[config.mk]
export PLATFORM = sky130hd
export DESIGN_NAME = single_wire_sensor_frame_decoder
export DESIGN_NICKNAME = d
export VERILOG_FILES = /design/src/rtl/swsfd_pkg.sv /design/src/rtl/swsfd_front.sv /design/src/rtl/swsfd_queue.sv /design/src/rtl/swsfd_back.sv /design/src/rtl/single_wire_sensor_frame_decoder.sv
export SDC_FILE = /design/constraint.sdc
export NUM_CORES = 1
export LEC_CHECK = 0
export BUFFER_PORTS_ARGS = -buffer_cell sky130_fd_sc_hd__buf_2
export CAP_MARGIN = 10
export CORE_MARGIN = 10
export CORE_UTILIZATION = 44
export CTS_CLUSTER_SIZE = 20
export DETAILED_ROUTE_END_ITERATION = 8
export SLEW_MARGIN = 20
export SYNTH_ARGS = -nofsm -noshare
export SYNTH_HDL_FRONTEND = slang
export SYNTH_HIERARCHICAL = 1
export SYNTH_SLANG_ARGS = --single-unit
[constraint.sdc]
create_clock -name clk -period 9.43 [get_ports clk]
set_clock_uncertainty 0.2 [all_clocks]
set_input_delay 0.943 -clock clk [delete_from_list [all_inputs] [get_ports clk]]
set_output_delay 0.943 -clock clk [all_outputs]
set_load 0.02 [all_outputs]
[src/rtl/swsfd_pkg.sv]
`default_nettype none
package swsfd_pkg;

  localparam int HeaderSymbols = 2;
  localparam int FrameBits     = 40;
  localparam int WidthBits     = 15;
  localparam int FullCount     = HeaderSymbols + FrameBits;
  localparam int IdxBits       = 6;
  localparam int QueueDepth    = 2;

  localparam logic [WidthBits-1:0] LowMinReset  = WidthBits'(20);
  localparam logic [WidthBits-1:0] LowMaxReset  = WidthBits'(100);
  localparam logic [WidthBits-1:0] OneThrReset  = WidthBits'(40);

  typedef logic [WidthBits-1:0] width_t;

  typedef enum logic [1:0] {
    CFG_LOW_WIDTH_MIN = 2'd0,
    CFG_LOW_WIDTH_MAX = 2'd1,
    CFG_ONE_THRESHOLD = 2'd2
  } cfg_idx_t;

  typedef enum logic [1:0] {
    ST_OK       = 2'd0,
    ST_TOO_FEW  = 2'd1,
    ST_FRAMING  = 2'd2,
    ST_CHECKSUM = 2'd3
  } status_t;

  // Classified symbol handed from the front end to the back end.
  typedef struct packed {
    logic is_data;   // symbol falls inside the 40 data bit slots
    logic fault;     // level or low width outside the window
    logic bit_val;   // high width at or above the one threshold
    logic last;      // end of capture
    logic complete;  // full frame seen once this symbol is counted
  } sym_t;

endpackage
`default_nettype wire

[src/rtl/swsfd_front.sv]
`default_nettype none
module swsfd_front (
  input  wire                         clk,
  input  wire                         rst_n,
  input  wire                         cfg_we,
  input  wire  [1:0]                  cfg_addr,
  input  wire  [swsfd_pkg::WidthBits-1:0] cfg_wdata,
  input  wire                         accept,
  input  wire                         first_level,
  input  wire  [swsfd_pkg::WidthBits-1:0] low_width,
  input  wire  [swsfd_pkg::WidthBits-1:0] high_width,
  input  wire                         capture_end,
  output swsfd_pkg::sym_t             sym
);

  swsfd_pkg::width_t low_min_r, low_max_r, one_thr_r;
  logic [swsfd_pkg::IdxBits-1:0] idx_r, idx_nxt;

  always_ff @(posedge clk) begin
    if (!rst_n) begin
      low_min_r <= swsfd_pkg::LowMinReset;
      low_max_r <= swsfd_pkg::LowMaxReset;
      one_thr_r <= swsfd_pkg::OneThrReset;
    end else if (cfg_we) begin
      unique case (swsfd_pkg::cfg_idx_t'(cfg_addr))
        swsfd_pkg::CFG_LOW_WIDTH_MIN: low_min_r <= cfg_wdata;
        swsfd_pkg::CFG_LOW_WIDTH_MAX: low_max_r <= cfg_wdata;
        swsfd_pkg::CFG_ONE_THRESHOLD: one_thr_r <= cfg_wdata;
        default: ;
      endcase
    end
  end

  // Symbol counter, saturating at a full frame; restart after end of capture.
  always_comb begin
    idx_nxt = idx_r;
    if (accept) begin
      if (capture_end) begin
        idx_nxt = '0;
      end else if (idx_r < swsfd_pkg::IdxBits'(swsfd_pkg::FullCount)) begin
        idx_nxt = idx_r + 1'b1;
      end
    end
  end

  always_ff @(posedge clk) begin
    if (!rst_n) begin
      idx_r <= '0;
    end else begin
      idx_r <= idx_nxt;
    end
  end

  always_comb begin
    sym.is_data  = (idx_r >= swsfd_pkg::IdxBits'(swsfd_pkg::HeaderSymbols)) &&
                   (idx_r <  swsfd_pkg::IdxBits'(swsfd_pkg::FullCount));
    sym.fault    = first_level || (low_width < low_min_r) || (low_width > low_max_r);
    sym.bit_val  = (high_width >= one_thr_r);
    sym.last     = capture_end;
    sym.complete = (idx_r >= swsfd_pkg::IdxBits'(swsfd_pkg::FullCount - 1));
  end

endmodule
`default_nettype wire

[src/rtl/swsfd_queue.sv]
`default_nettype none
module swsfd_queue (
  input  wire              clk,
  input  wire              rst_n,
  input  wire              push,
  input  wire swsfd_pkg::sym_t push_sym,
  output logic             full,
  input  wire              pop,
  output logic             head_valid,
  output swsfd_pkg::sym_t  head_sym
);

  swsfd_pkg::sym_t mem_r [swsfd_pkg::QueueDepth];
  logic wr_ptr_r, rd_ptr_r;
  logic [1:0] cnt_r;

  assign full       = (cnt_r == 2'(swsfd_pkg::QueueDepth));
  assign head_valid = (cnt_r != 2'd0);
  assign head_sym   = mem_r[rd_ptr_r];

  always_ff @(posedge clk) begin
    if (push) begin
      mem_r[wr_ptr_r] <= push_sym;
    end
  end

  always_ff @(posedge clk) begin
    if (!rst_n) begin
      wr_ptr_r <= 1'b0;
      rd_ptr_r <= 1'b0;
      cnt_r    <= 2'd0;
    end else begin
      if (push) wr_ptr_r <= ~wr_ptr_r;
      if (pop)  rd_ptr_r <= ~rd_ptr_r;
      case ({push, pop})
        2'b10:   cnt_r <= cnt_r + 2'd1;
        2'b01:   cnt_r <= cnt_r - 2'd1;
        default: cnt_r <= cnt_r;
      endcase
    end
  end

endmodule
`default_nettype wire

[src/rtl/swsfd_back.sv]
`default_nettype none
module swsfd_back (
  input  wire              clk,
  input  wire              rst_n,
  input  wire              head_valid,
  input  wire swsfd_pkg::sym_t head_sym,
  output logic             pop,
  output logic             out_valid,
  input  wire              out_ready,
  output logic [1:0]       status,
  output logic [15:0]      raw_value,
  output logic             checksum_repaired
);

  logic [swsfd_pkg::FrameBits-1:0] shift_r, shift_nxt;
  logic fault_r, fault_nxt;
  logic out_valid_r, out_free;
  logic [1:0]  status_r;
  logic [15:0] raw_r;
  logic        rep_r;
  logic [7:0]  calc, chk;
  swsfd_pkg::status_t st;
  logic        rep;

  assign out_free = !out_valid_r || out_ready;
  // Hold the end of capture in the queue until the result slot is free.
  assign pop      = head_valid && (!head_sym.last || out_free);

  assign fault_nxt = fault_r || (head_sym.is_data && head_sym.fault);
  assign shift_nxt = head_sym.is_data ? {shift_r[swsfd_pkg::FrameBits-2:0], head_sym.bit_val}
                                      : shift_r;

  assign calc = shift_nxt[39:32] + shift_nxt[31:24] + shift_nxt[23:16] + shift_nxt[15:8];
  assign chk  = shift_nxt[7:0];

  always_comb begin
    rep = 1'b0;
    if (!head_sym.complete) begin
      st = swsfd_pkg::ST_TOO_FEW;
    end else if (fault_nxt) begin
      st = swsfd_pkg::ST_FRAMING;
    end else if (chk == calc) begin
      st = swsfd_pkg::ST_OK;
    end else if ((chk ^ 8'h01) == calc) begin
      st  = swsfd_pkg::ST_OK;
      rep = 1'b1;
    end else begin
      st = swsfd_pkg::ST_CHECKSUM;
    end
  end

  always_ff @(posedge clk) begin
    if (!rst_n) begin
      shift_r     <= '0;
      fault_r     <= 1'b0;
      out_valid_r <= 1'b0;
    end else begin
      if (pop) begin
        if (head_sym.last) begin
          shift_r <= '0;
          fault_r <= 1'b0;
        end else begin
          shift_r <= shift_nxt;
          fault_r <= fault_nxt;
        end
      end
      if (pop && head_sym.last) begin
        out_valid_r <= 1'b1;
      end else if (out_ready) begin
        out_valid_r <= 1'b0;
      end
    end
  end

  always_ff @(posedge clk) begin
    if (pop && head_sym.last) begin
      status_r <= st;
      raw_r    <= (st == swsfd_pkg::ST_OK) ? shift_nxt[39:24] : 16'd0;
      rep_r    <= (st == swsfd_pkg::ST_OK) && rep;
    end
  end

  assign out_valid         = out_valid_r;
  assign status            = status_r;
  assign raw_value         = raw_r;
  assign checksum_repaired = rep_r;

endmodule
`default_nettype wire

[src/rtl/single_wire_sensor_frame_decoder.sv]
// Single-wire sensor frame decoder (40-bit temperature/humidity style frame).
// Input stream: one captured pulse symbol per transfer. in_tdata carries the
// start level, low width and high width (microseconds); in_tlast marks the
// last symbol of a capture. The first two symbols are header and skipped,
// the next 40 are data bits (MSB first), later ones are ignored.
// Output stream: exactly one result per capture, on the tlast symbol: status,
// big-endian raw value of bytes 0 and 1, and a checksum-repaired flag.
// Configuration: cfg_we/cfg_addr/cfg_wdata write the low width window and the
// one threshold; write them only while no capture is in flight.
// Throughput: one symbol per cycle while the queue has room. Path: the tlast
// symbol enters the two-entry symbol queue at its transfer edge, then the back
// end pops it and loads the result register once the result slot is free,
// which raises out_tvalid.
// Stall: while out_tready is low the result holds; data symbols keep flowing
// into the queue, and in_tready drops only once the queue fills behind an
// end-of-capture symbol that waits for the result slot.
// Reset (rst_n low, synchronous): registers return to 20/100/40, the
// symbol count, frame shift and framing fault clear, queue and output empty.
`default_nettype none
module single_wire_sensor_frame_decoder (
  input  wire         clk,
  input  wire         rst_n,
  input  wire         in_tvalid,
  output logic        in_tready,
  input  wire  [31:0] in_tdata,   // [0] first_level, [15:1] low_width, [30:16] high_width
  input  wire         in_tlast,   // capture_end
  output logic        out_tvalid,
  input  wire         out_tready,
  output logic [23:0] out_tdata,  // [1:0] status, [17:2] raw_value, [18] checksum_repaired
  input  wire         cfg_we,
  input  wire  [1:0]  cfg_addr,
  input  wire  [14:0] cfg_wdata
);

  logic            accept;
  logic            q_full, q_valid, q_pop;
  swsfd_pkg::sym_t front_sym, head_sym;
  logic [1:0]      status;
  logic [15:0]     raw_value;
  logic            checksum_repaired;

  // Take a symbol whenever the queue has room.
  assign in_tready = !q_full;
  assign accept    = in_tvalid && in_tready;

  // Front end: count symbols and classify each against the registers.
  swsfd_front u_front (
    .clk         (clk),
    .rst_n       (rst_n),
    .cfg_we      (cfg_we),
    .cfg_addr    (cfg_addr),
    .cfg_wdata   (cfg_wdata),
    .accept      (accept),
    .first_level (in_tdata[0]),
    .low_width   (in_tdata[15:1]),
    .high_width  (in_tdata[30:16]),
    .capture_end (in_tlast),
    .sym         (front_sym)
  );

  // Short queue decouples symbol intake from result delivery.
  swsfd_queue u_queue (
    .clk        (clk),
    .rst_n      (rst_n),
    .push       (accept),
    .push_sym   (front_sym),
    .full       (q_full),
    .pop        (q_pop),
    .head_valid (q_valid),
    .head_sym   (head_sym)
  );

  // Back end: assemble the frame, check it and drive the result register.
  swsfd_back u_back (
    .clk               (clk),
    .rst_n             (rst_n),
    .head_valid        (q_valid),
    .head_sym          (head_sym),
    .pop               (q_pop),
    .out_valid         (out_tvalid),
    .out_ready         (out_tready),
    .status            (status),
    .raw_value         (raw_value),
    .checksum_repaired (checksum_repaired)
  );

  assign out_tdata = {5'd0, checksum_repaired, raw_value, status};

endmodule
`default_nettype wire

=== Yosys cells after proc, flatten, opt, wreduce, memory -nomap -nowiden ===
Memories as Yosys holds them, arrays and structs flattened. A register that Yosys moved wholly into a read port is not among the register bits.
Cells that the tools add are included.

* Register bits: 116
* Memory bits (writable): 10
* Input bits: 55
* Output and inout port bits: 26
* Logic and storage cells: 80
* Memories kept: 1

{| class="wikitable"
|+ Memory list
! name !! words !! bits a word !! read ports !! clocked after memory_dff !! wr ports !! RTL line !! text
|-
| u_queue.mem_r || 2 || 5 || 1 || 1 || 1 || swsfd_queue.sv:13 || <nowiki>swsfd_pkg::sym_t mem_r [swsfd_pkg::QueueDepth];</nowiki>
|}

* Add/subtract/negate cells: 6
* $lt $le $gt $ge: 6
* Equality and inequality tests: 7
* Multiplexer cells: 20
* Bitwise gates (word level): 3
* Reduce and logical (&&, ||, !) cells: 24

{| class="wikitable"
|+ Operators with widths
! kind !! count
|-
| $mux 40 || 2
|-
| $add 8x8->8 || 3
|-
| $eq 8x8->1 || 2
|-
| $ge 15x15->1 || 1
|-
| $gt 15x15->1 || 1
|-
| $lt 15x15->1 || 1
|-
| $mux 6 || 2
|-
| $mux 1 || 11
|-
| $mux 2 || 4
|-
| $reduce_and 2->1 || 4
|-
| $reduce_bool 2->1 || 4
|-
| $add 6x1->6 const B || 1
|-
| $eq 2x2->1 const B || 3
|-
| $ge 6x2->1 const B || 1
|-
| $ge 6x6->1 const B || 1
|-
| $logic_and 1x1->1 || 6
|-
| $lt 6x6->1 const B || 1
|-
| $logic_or 1x1->1 || 5
|-
| $eq 2x1->1 const B || 2
|-
| $logic_not 2->1 || 2
|-
| $pmux 2 s2 || 1
|-
| $logic_not 1->1 || 3
|-
| $not 1->1 || 3
|-
| $add 2x1->2 const B || 1
|-
| $sub 2x1->2 const B || 1
|}

=== Longest topological paths before layout ===
Gate-level depths: netlist of the first run.

* Word-level depth: 11
* Gate-level depth with buffers: 19
* Gate-level depth less buffers: 15

=== Hierarchy ===
Netlist of the first run, hierarchy kept.

{| class="wikitable"
|+ Modules (own cells, without submodules)
! module !! times used !! cells each !! area an instance (um^2) !! sequential area each (um^2)
|-
| swsfd_back || 1 || 311 || 3,369.5 || 1,411.4
|-
| swsfd_front || 1 || 392 || 3,135.5 || 1,021.0
|-
| swsfd_queue || 1 || 37 || 575.6 || 400.4
|-
| single_wire_sensor_frame_decoder || 1 || 9 || 58.8 || 0.0
|}

=== Worst setup path after synthesis of the first run ===
OpenSTA, ideal clock, no wires.

* Path kind: register to register
* From: register (tool-made name)
* To: register u_back.status_r[0] (netlist: u_back/status[0]) (data pin)
* Library setup time: 255 ps
* Arrival: 4,349 ps
* Data required time: 8,975 ps
* Setup slack: 4,626 ps
* Cell stages (with the launch flop): 19
* Buffers on the path: 3
* Period minus slack after synthesis: 4,804 ps
* Path through: dfxtp_1 mux2_2 buf_6 clkbuf_1 buf_2 mux2i_1 inv_1 fa_1 inv_1 fa_1 inv_1 ha_1 fa_1 mux2i_1 xor2_1 o2111ai_1 nor3_2 nand3_1 a21bo_2

{| class="wikitable"
|+ RTL lines
! item !! RTL line !! text
|-
| end signal: assignment || swsfd_back.sv:77 || <nowiki>status_r <= st;</nowiki>
|-
| end: declaration || swsfd_back.sv:18 || <nowiki>logic [1:0] status_r;</nowiki>
|}

==> qor.yml, run 1 <==
ys_top_cells_by_area: "dfxtp_1 27%, edfxtp_1 12%, ha_1 9.8%, nand2_1 4.9%, a21boi_0 4.5%"
worst_pin_slew_ns: 0.847
worstPathMaxFanout: 46
wl_per_cell_um: 15.5
synth_edf_count: 29
grtUsageTotal_pct: 15.2
synth_adder_area_share_pct: 13.7
critPathMaxStageDelay_ns: 0.54
maxSlewHeadroom_pct: 43.6
fin_nets: 937
path_buf_inv: 4
rsz0062_at_grt: "false"
place_congestion: 0.811
grt_antenna_before_repair: 0
holdCritPathClass: "reg2reg"
yosys.area.top_type: "dfxtp_1"
maxSlewViolCount: 0
p_leak_nw: 3.44
cp_cell_sequence: "mux2_2 -> buf_4 -> mux2i_1 -> inv_1 -> fa_1 -> inv_1 -> fa_1 -> inv_1 -> ha_1 -> fa_1 -> mux2i_1 -> xor2_1 -> o2111ai_1 -> nor3_2 -> nand4_4 -> nor2_1"
period_minus_slack_ns: 5.11
ys_seq_elements: 127
clockBufferDepth: 2
place_inst: 1009
clk_latency_ns: 0.42
cp_data_required_time_ns: 9.50
grt_max_degree: 100
cts.htree.levels: 4
ys_seq_area_share_pct: 39.7
cts_sinks: 127
crit_path_end_kind: "flip-flop"
synthXorXnorAreaFrac_pct: 3.01
synth-compound-area-share_pct: 15.4
holdPathEnd: "u_front/one_thr_r[4]$_SDFFE_PN0P_"
dieArea_um2: 21700
peakVddDrop_mv: 0.138
cellPowerDensity_nw_per_um2: 200
clock-root-buffer: "clkbuf_16"
async_flop_share_pct: 0
start_util_pct: 44.9
hold_slack_ns: 0.265
multiInputGateArea_um2: 3880
hold_depth: 2
cts_tree: "yes"
vias: 5316
hold_buffers: 0
die_y_um: 147
dieWidth_um: 147
drive_above_1_share_pct: 17.5
ys.flop_type: "dfxtp_1"
seq_area_um2: 2830
fmax_mhz: 196
setup_tns_ns: 0
first_iter_violations: 314
criticalPathCategory: "reg2reg"
cts_buffers: 17
syn_inst: 749
rows: 46
grt_pass1_vias: 5544
min_from: "u_front/one_thr_r[4]$_SDFFE_PN0P_"
timing.final.crit_share_pct: 54.2
wirelength_mm: 16.1
grt_overflow_total: 0
r2r_cells: 16
critical_path.reg2reg.endpoint: "u_back/checksum_repaired$_DFFE_PP_"
hpwlAfterDp_mm: 11.8
cp-start-kind: "flip-flop"
drc: 0
cts.repair.resized: 0
core_um2: 15900
yosys.area_share.simple_pct: 15.4
io_buffers: 74
antennaDiodeCount: 0
cap_violations: 0
synth_top_family_by_area: "compound AO/OA/AOI/OAI gates"
yosysUniqueCellTypes: 59
avgSynthCellArea_um2: 9.53
syn_area_um2: 7140
cp.arrival_ns: 5.18
r2r_setup_slack_ns: 4.32
yosysMostFrequentCell: "dfxtp_1"
grt_pass1_wl_mm: 27.0
clkSlewWorstSetupHoldPaths_ns: 0.06
synth_commonest_cells: "98 x dfxtp_1, 94 x nand2_1, 71 x inv_1"
ios: 81
yosysWarnings: 6
crit_slowest_cell: "buf_4"
hold_viol_final: 0
final_antenna_net_count: 0
instances_no_fill: 1041
postCtsSetupBuffers: 0
routed_via_density: 5.11
areaGrowthSynthToFinish_pct: 16.0
muxShareOfSynthArea_pct: 6.36
first_pass_iters: 5
yosysTopAreaCellShare_pct: 27.5
report.final.setup_viol: 0
outcome: "finished clean"
critical_path.top_delay_family: "adder cells"
fill_cells: 1472
[cells by family (layout without fill, tap and decap cells)]
family | count (synthesis) | in the layout
AND/OR/NAND/NOR | 220 | 220
other | 1 | 5
adder cells (fa/ha/maj) | 70 | 70
flip-flops | 127 | 127
buffers and inverters | 109 | 181
multiplexers | 43 | 43
AO/OA/AOI/OAI | 156 | 156
XOR/XNOR | 23 | 23
[state kept, by name, indices dropped and copies added (netlist names), named ones only]
name                      cells
u_back/checksum_repaired      1
u_front/one_thr_r            15
u_queue/mem_r                10
u_front/low_max_r            15
u_back/fault_r                1
u_queue/wr_ptr_r              1
u_queue/rd_ptr_r              1
u_queue/cnt_r                 2
u_back/raw_value             16
u_front/idx_r                 6
u_back/out_valid              1
u_back/status                 2
u_front/low_min_r            15
u_back/shift_r               40
[power breakdown]
| part | total (mW) | internal (mW) | switching (mW) |
|---|---|---|---|
| Sequential | 0.625 | 0.607 | 0.0176 |
| Combinational | 0.331 | 0.116 | 0.215 |
| Clock | 0.698 | 0.446 | 0.252 |
[per-stage QoR]
stage	total power, mW	util [%]	setup WS [ns]	area [um2]
6_report	1.65	52.1	4.32	8280
4_1_cts	1.67	52.1	4.34	8270
3_3_place_gp	0.957	48.1	4.43	7640
5_1_grt	1.73	52.1	3.98	8280
3_5_place_dp	0.967	48.1	4.39	7640
2_1_floorplan	0.878	-	4.63	7150
[final cells by class]
class | instances | share of cell area, %
clock buffer | 17 | 5.14
clock inverter | 15 | 2.51
inverter | 71 | 3.22
multi-input combinational | 517 | 46.8
sequential | 127 | 34.2
tap | 216 | 3.26
timing repair buffer | 78 | 4.83
[worst register-to-register path, delay by kind of cell (launching register included)]
family,cells,cell delay (ns)
compound gates,1,0.14
xor+xnor,1,0.19
fa+ha+maj,4,1.74
buf+inv,4,0.74
flops,1,0.45
mux,3,0.70
simple gates,3,0.81
[cells in the final DEF, fill, tap and decap left out, types with 17 or more instances in the layout]
cell and instances:
a21oi_1 23, dfxtp_1 98, nor2b_1 44, edfxtp_1 29, buf_2 74, nand2_1 93, a22oi_1 38, clkbuf_16 17
mux2i_1 24, inv_1 71, a21boi_0 43, mux2_2 19, ha_1 56, nor2_1 30
[routing by layer]
metal  global-route usage (%)  part of all wire [%]
met1                     19.6                    48
met2                     23.7                    46
met3                     4.73                   5.1
met4                     4.81                   1.5
met5                        0                     0
[how the worst max path moves through the flow]
stage,depth (start not counted),from,slack (ns),endpoint
detailed placement,16,flip-flop,4.39,u_back/checksum_repaired$_DFFE_PP_
global placement,16,flip-flop,4.43,u_back/status[0]$_DFFE_PP_
floorplan,18,flip-flop,4.63,u_back/status[0]$_DFFE_PP_
finish,16,flip-flop,4.32,u_back/checksum_repaired$_DFFE_PP_
CTS,16,flip-flop,4.34,u_back/checksum_repaired$_DFFE_PP_
global route,16,flip-flop,3.98,u_back/raw_value[11]$_SDFFCE_PP0P_
No activity file was read; power rests on OpenSTA's default activity.
==> inputs of run 2 (changes only) <==
Settings changed: PLACE_DENSITY set to 0.65.
Clock period 9.43 ns to 4.6 ns, I/O delays scaled along.
==> qor.yml, run 2 (synthesized netlist as in run 1, its figures left out) <==
outcome: "finished clean"
grtUsageTotal_pct: 14.8  # -0.36 points
hpwlAfterDp_mm: 11.4  # -3.1%
largest_reg_flops: 40  # unchanged
wl_met2_mm: 7.56  # +3.0%
final_antenna_net_count: 0  # unchanged
rsz0062_at_grt: "false"
antennaDiodeCount: 0  # unchanged
cp_data_required_time_ns: 4.56  # -4.94 ns
dieArea_um2: 21700  # unchanged
drc: 0  # unchanged
grt_pass1_wl_mm: 26.6  # -1.4%
hold_slack_ns: 0.129  # -0.136 ns
holdCritPathClass: "in2reg"
maxSlewHeadroom_pct: 54.0  # +10 points
final_common_cell: "dfxtp_1"
cts_tree: "yes"
max_flop_register: "u_back/shift_r"
timing.final.crit_share_pct: 96.0  # +42 points
dieWidth_um: 147  # unchanged
io_buffers: 74  # unchanged
placed_area_um2: 7710  # +0.92%
hold_viol_final: 0  # unchanged
clock-root-buffer: "clkbuf_16"
cap_violations: 0  # unchanged
rows: 46  # unchanged
cp-start-kind: "flip-flop"
p_leak_nw: 3.53  # +2.6%
first_iter_violations: 299  # -4.8%
first_pass_iters: 5  # unchanged
grt_overflow_total: 0  # unchanged
cellPowerDensity_nw_per_um2: 411  # +110%
grt_pass1_vias: 5370  # -3.1%
grt_max_degree: 70  # -30%
wl_per_cell_um: 15.1  # -2.6%
clk_latency_ns: 0.41  # about the same
maxSlewViolCount: 0  # unchanged
clockBufferDepth: 2  # unchanged
drive_above_1_share_pct: 19.3  # +1.9 points
grt_antenna_before_repair: 1  # +1
report.final.setup_viol: 0  # unchanged
criticalPathCategory: "reg2reg"
stdcell_area_um2: 8430  # +1.8%
ios: 81  # unchanged
routed.top_layer: "met5"
wirelength_mm: 15.9  # -1.4%
start_util_pct: 44.9  # unchanged
met3_wirelength_um: 849  # +3.3%
hold_buffers: 0  # unchanged
met1_length_mm: 7.28  # -5.5%
core_um2: 15900  # unchanged
fill_cells: 1493  # +1.4%
crit_path_end_kind: "flip-flop"
cts_buffers: 17  # unchanged
routed_via_density: 5.03  # -1.4%
worstPathMaxFanout: 8  # -83%
setup_tns_ns: 0  # unchanged
clkSlewWorstSetupHoldPaths_ns: 0.06  # about the same
die_y_um: 147  # unchanged
vias: 5305  # -0.21%
layout_common_cells: "97 x dfxtp_1, 94 x nand2_1, 73 x buf_2"
cts_sinks: 127  # unchanged
period_minus_slack_ns: 4.42  # -0.699 ns
fmax_mhz: 226  # +16%
peakVddDrop_mv: 0.240  # +74%
fin_nets: 950  # +1.4%
place_congestion: 0.813  # +0.22%
cp.arrival_ns: 4.38  # -0.80 ns
cts.htree.levels: 4  # unchanged
p_total_mw: 3.47  # +110%
areaGrowthSynthToFinish_pct: 18.1
worst_pin_slew_ns: 0.690  # -0.157 ns
==> run 2: changes by cell type in the layout (fill, tap and decap cells not counted), moves of 2 or more <==
cell / delta
clkinv_2: +2
buf_4: +12
clkinvlp_4: -2
inv_6: -2
==> run 2: where the power goes <==
group,total (mW),internal (mW),switching [mW],leakage (nW)
registers,1.28,1.25,0.0370,1.07
logic,0.724,0.276,0.448,2.15
clock network,1.46,0.960,0.499,0.315
total,3.47,2.48,0.984,3.53
==> run 2: path summary, 6_finish.rpt <==
check | startpoint | endpoint | slack, ns | cells past startpoint
worst max-delay path | u_queue/mem_r[0][4]$_DFFE_PP_ | u_back/status[0]$_DFFE_PP_ | 0.18 | 13
worst min-delay path | cfg_wdata[11] | u_front/one_thr_r[11]$_SDFFE_PN0P_ | 0.13 | 3
worst max register to register | u_queue/mem_r[0][4]$_DFFE_PP_ | u_back/status[0]$_DFFE_PP_ | 0.18 | 13
worst min register to register | u_front/low_min_r[14]$_SDFFE_PN0P_ | u_front/low_min_r[14]$_SDFFE_PN0P_ | 0.26 | 2
==> run 2: metrics by stage <==
stage	worst slack (ns)	utilization, %	instances
2_1_floorplan	0.0119	-	753
3_3_place_gp	0.171	48.5	1017
3_5_place_dp	0.0602	48.5	1017
4_1_cts	0.0433	52.6	1049
5_1_grt	0.00402	53.1	1054
6_report	0.185	53.1	1054
==> run 2: repair_timing <==
action,in CTS,in global routing
setup endpoints to repair,0,19
setup buffers,0,4
resized for setup,0,7
==> run 2: worst max-delay path: stages (launching register included) <==
cell and delay, ns:
edfxtp_1 0.41, mux2_4 0.34, buf_4 0.19, mux2i_2 0.20
inv_1 0.10, fa_1 0.59, fa_2 0.48, fa_1 0.53
mux2i_1 0.21, xor2_1 0.19, o2111ai_2 0.17, nor3_4 0.20
nand3_2 0.14, a21bo_2 0.21
==> run 2: metal layers <==
metal | GRT usage [%] | vias to the layer above
li1 | - | 2714
met1 | 18.5 | 2458
met2 | 24.3 | 115
met3 | 4.58 | 16
met4 | 4.16 | 2
met5 | 0 | -
==> run 2: layout make-up <==
type / instances / area (um2) / area share [%]
Sequential cell: 127 / 2840 / 33.6
Clock inverter: 15 / 216 / 2.57
Tap cell: 216 / 270 / 3.20
Multi-Input combinational cell: 518 / 3910 / 46.4
Timing Repair Buffer: 90 / 505 / 5.99
Clock buffer: 17 / 425 / 5.04
Inverter: 71 / 267 / 3.16
==> inputs of run 3 (changes only) <==
Settings changed: SYNTH_HIERARCHICAL 1 to not set.
==> qor.yml, run 3 <==
outcome: "finished clean"
p_switching_mw: 1.02  # +3.2%
cp-start-kind: "flip-flop"
place_congestion: 0.800  # -1.6%
swShare_pct: 28.9  # +0.56 points
clockBufferDepth: 2  # unchanged
cap_violations: 0  # unchanged
core_um2: 15800  # -0.36%
p_seq_share_pct: 36.9  # about the same
syn_area_um2: 7080  # -0.86%
holdCritPathClass: "in2reg"
hold_slack_ns: 0.105  # -0.0240 ns
syn_inst: 739  # -1.3%
hold_buffers: 0  # unchanged
ys_top_cells_by_area: "dfxtp_1 28%, edfxtp_1 12%, ha_1 9.9%, nand2_1 5.1%, a21boi_0 4.2%"
criticalPathCategory: "reg2reg"
peakVddDrop_mv: 0.266  # +11%
grt_overflow_total: 0  # unchanged
maxSlewViolCount: 0  # unchanged
io_buffers: 74  # unchanged
cts_tree: "yes"
synth_edf_count: 29  # unchanged
instances_no_fill: 1042  # -1.1%
layout_common_cells: "97 x dfxtp_1, 96 x nand2_1, 74 x buf_2"
worst_slack_ns: 0.271  # +0.0862 ns
final_common_cell: "dfxtp_1"
crit_slowest_cell: "fa_1"
grtUsageTotal_pct: 14.5  # -0.35 points
pre_cts_slack_ns: 0.197  # +0.137 ns
first_iter_violations: 251  # -16%
p_total_mw: 3.51  # +1.2%
hpwlAfterDp_mm: 11.3  # -1.1%
p_int_mw: 2.49  # +0.40%
grt_pass1_vias: 5217  # -2.8%
drc: 0  # unchanged
async_flop_share_pct: 0  # unchanged
routed_via_density: 4.98  # -1.0%
areaGrowthSynthToFinish_pct: 18.3
vias: 5191  # -2.1%
grt_antenna_before_repair: 0  # -1
fin_util_pct: 52.9  # -0.19 points
clock-root-buffer: "clkbuf_16"
period_minus_slack_ns: 4.33  # -0.0862 ns
worst_pin_slew_ns: 1.08  # +0.389 ns
place_inst: 1005  # -1.2%
cts_sinks: 127  # unchanged
dieWidth_um: 147  # -0.37%
cellPowerDensity_nw_per_um2: 419  # +1.9%
cp.arrival_ns: 4.40  # +0.02 ns
wirelength_mm: 15.3  # -3.9%
cts_buffers: 17  # unchanged
max_flop_register: "u_back.shift_r"
placed_area_um2: 7650  # -0.78%
ios: 81  # unchanged
antennaDiodeCount: 0  # unchanged
avgSynthCellArea_um2: 9.58  # +0.48%
cp_cell_sequence: "mux2i_4 -> buf_12 -> buf_6 -> buf_4 -> mux2_2 -> fa_1 -> fa_1 -> inv_1 -> fa_2 -> xor2_1 -> xnor2_1 -> nand3_1 -> nor3_2 -> nand4_2 -> buf_12 -> nor2_1"
setup_tns_ns: 0  # unchanged
yosysMostFrequentCell: "dfxtp_1"
die_y_um: 147  # -0.37%
synth_commonest_cells: "98 x dfxtp_1, 96 x nand2_1, 68 x inv_1"
cp_data_required_time_ns: 4.68  # +0.12 ns
yosysUniqueCellTypes: 48  # -19%
start_util_pct: 44.7  # -0.22 points
hold_viol_final: 0  # unchanged
dieArea_um2: 21600  # -0.75%
clk_latency_ns: 0.42  # about the same
first_pass_iters: 5  # unchanged
yosys.area.top_type: "dfxtp_1"
rsz0062_at_grt: "false"
ys_seq_elements: 127  # unchanged
p_clk_share_pct: 40.0  # -2.1 points
crit_path_end_kind: "flip-flop"
combPwrFrac_pct: 23.2  # +2.3 points
maxSlewHeadroom_pct: 27.8  # -26 points
grt_pass1_wl_mm: 25.5  # -3.9%
yosysWarnings: 0  # -6
timing.final.crit_share_pct: 94.1  # -1.9 points
rows: 46  # unchanged
fmax_mhz: 231  # +2.0%
grt_max_degree: 45  # -36%
critPathMaxStageDelay_ns: 0.54  # -0.05 ns
clkSlewWorstSetupHoldPaths_ns: 0.05  # about the same
worstPathMaxFanout: 17  # +9
p_leak_nw: 3.47  # -1.7%
drive_above_1_share_pct: 18.2  # -1.2 points
final_antenna_net_count: 0  # unchanged
wl_per_cell_um: 14.6  # -2.8%
stdcell_area_um2: 8370  # -0.71%
ys_seq_area_share_pct: 40.0  # +0.34 points
cts.htree.levels: 4  # unchanged
largest_reg_flops: 40  # unchanged
yosysTopAreaCellShare_pct: 27.7  # +0.24 points
report.final.setup_viol: 0  # unchanged
fin_nets: 938  # -1.3%
ys.flop_type: "dfxtp_1"
[run 3: cell types whose count changed in the layout (fill, tap and decap cells not counted), moves of 4 or more]
cell,delta
mux2_2,-6
xnor2_1,+4
nor2_2,+10
clkbuf_1,+7
clkbuf_16,+4
clkinv_2,-4
a21oi_1,-9
buf_4,-6
[run 3: final timing paths]
kind	start	to	slack [ns]	depth (start not counted)
worst min-delay path	cfg_wdata[4]	u_front.low_min_r[4]$_SDFFE_PN1P_	0.11	3
worst min register to register	u_front.one_thr_r[1]$_SDFFE_PN0P_	u_front.one_thr_r[1]$_SDFFE_PN0P_	0.26	2
worst max register to register	u_queue.mem_r[1][4]$_DFFE_PP_	u_back.raw_value[1]$_SDFFCE_PP0P_	0.27	16
worst max-delay path	u_queue.mem_r[1][4]$_DFFE_PP_	u_back.raw_value[1]$_SDFFCE_PP0P_	0.27	16
[run 3: metal layers]
layer | wire [um] | up-vias | share of wire [%] | GRT usage, %
li1 | - | 2652 | - | -
met1 | 7180 | 2428 | 47 | 18.3
met2 | 7150 | 92 | 47 | 22.8
met3 | 684 | 19 | 4.5 | 4.48
met4 | 229 | 0 | 1.5 | 5.31
met5 | 0 | - | 0 | 0
[run 3: logic make-up after synthesis]
group,synth area share (%)
AO/OA/AOI/OAI,14.8
multiplexers,6.20
AND/OR/NAND/NOR,15.1
XOR/XNOR,3.73
other,0.0530
flip-flops,40.0
buffers and inverters,6.26
adder cells (fa/ha/maj),13.9
[run 3: final cells by class]
type	count	area [um2]
inverter	68	255
fill	1440	7450
multi-input combinational	511	3860
tap	216	270
timing repair buffer	88	522
clock buffer	30	568
sequential	127	2830
clock inverter	2	60.1
[run 3: repair_timing]
action                     4_1_cts  5_1_grt
resized for setup                0       11
setup buffers                    0        4
setup endpoints to repair        0       19
[run 3: power groups by stage]
stage | registers (mW) | clock network [mW] | logic [mW]
2_1_floorplan | 1.36 | 0 | 0.499
3_3_place_gp | 1.31 | 0 | 0.765
3_5_place_dp | 1.32 | 0 | 0.771
4_1_cts | 1.29 | 1.43 | 0.776
5_1_grt | 1.30 | 1.47 | 0.901
6_report | 1.29 | 1.40 | 0.813
[run 3: critical path, delay by kind of cell, from the launching register on]
| family | cells | cell delay (ns) |
|---|---|---|
| fa+ha+maj | 3 | 1.40 |
| mux | 2 | 0.55 |
| xor+xnor | 2 | 0.34 |
| simple gates | 4 | 0.59 |
| flops | 1 | 0.43 |
| buf+inv | 5 | 0.66 |
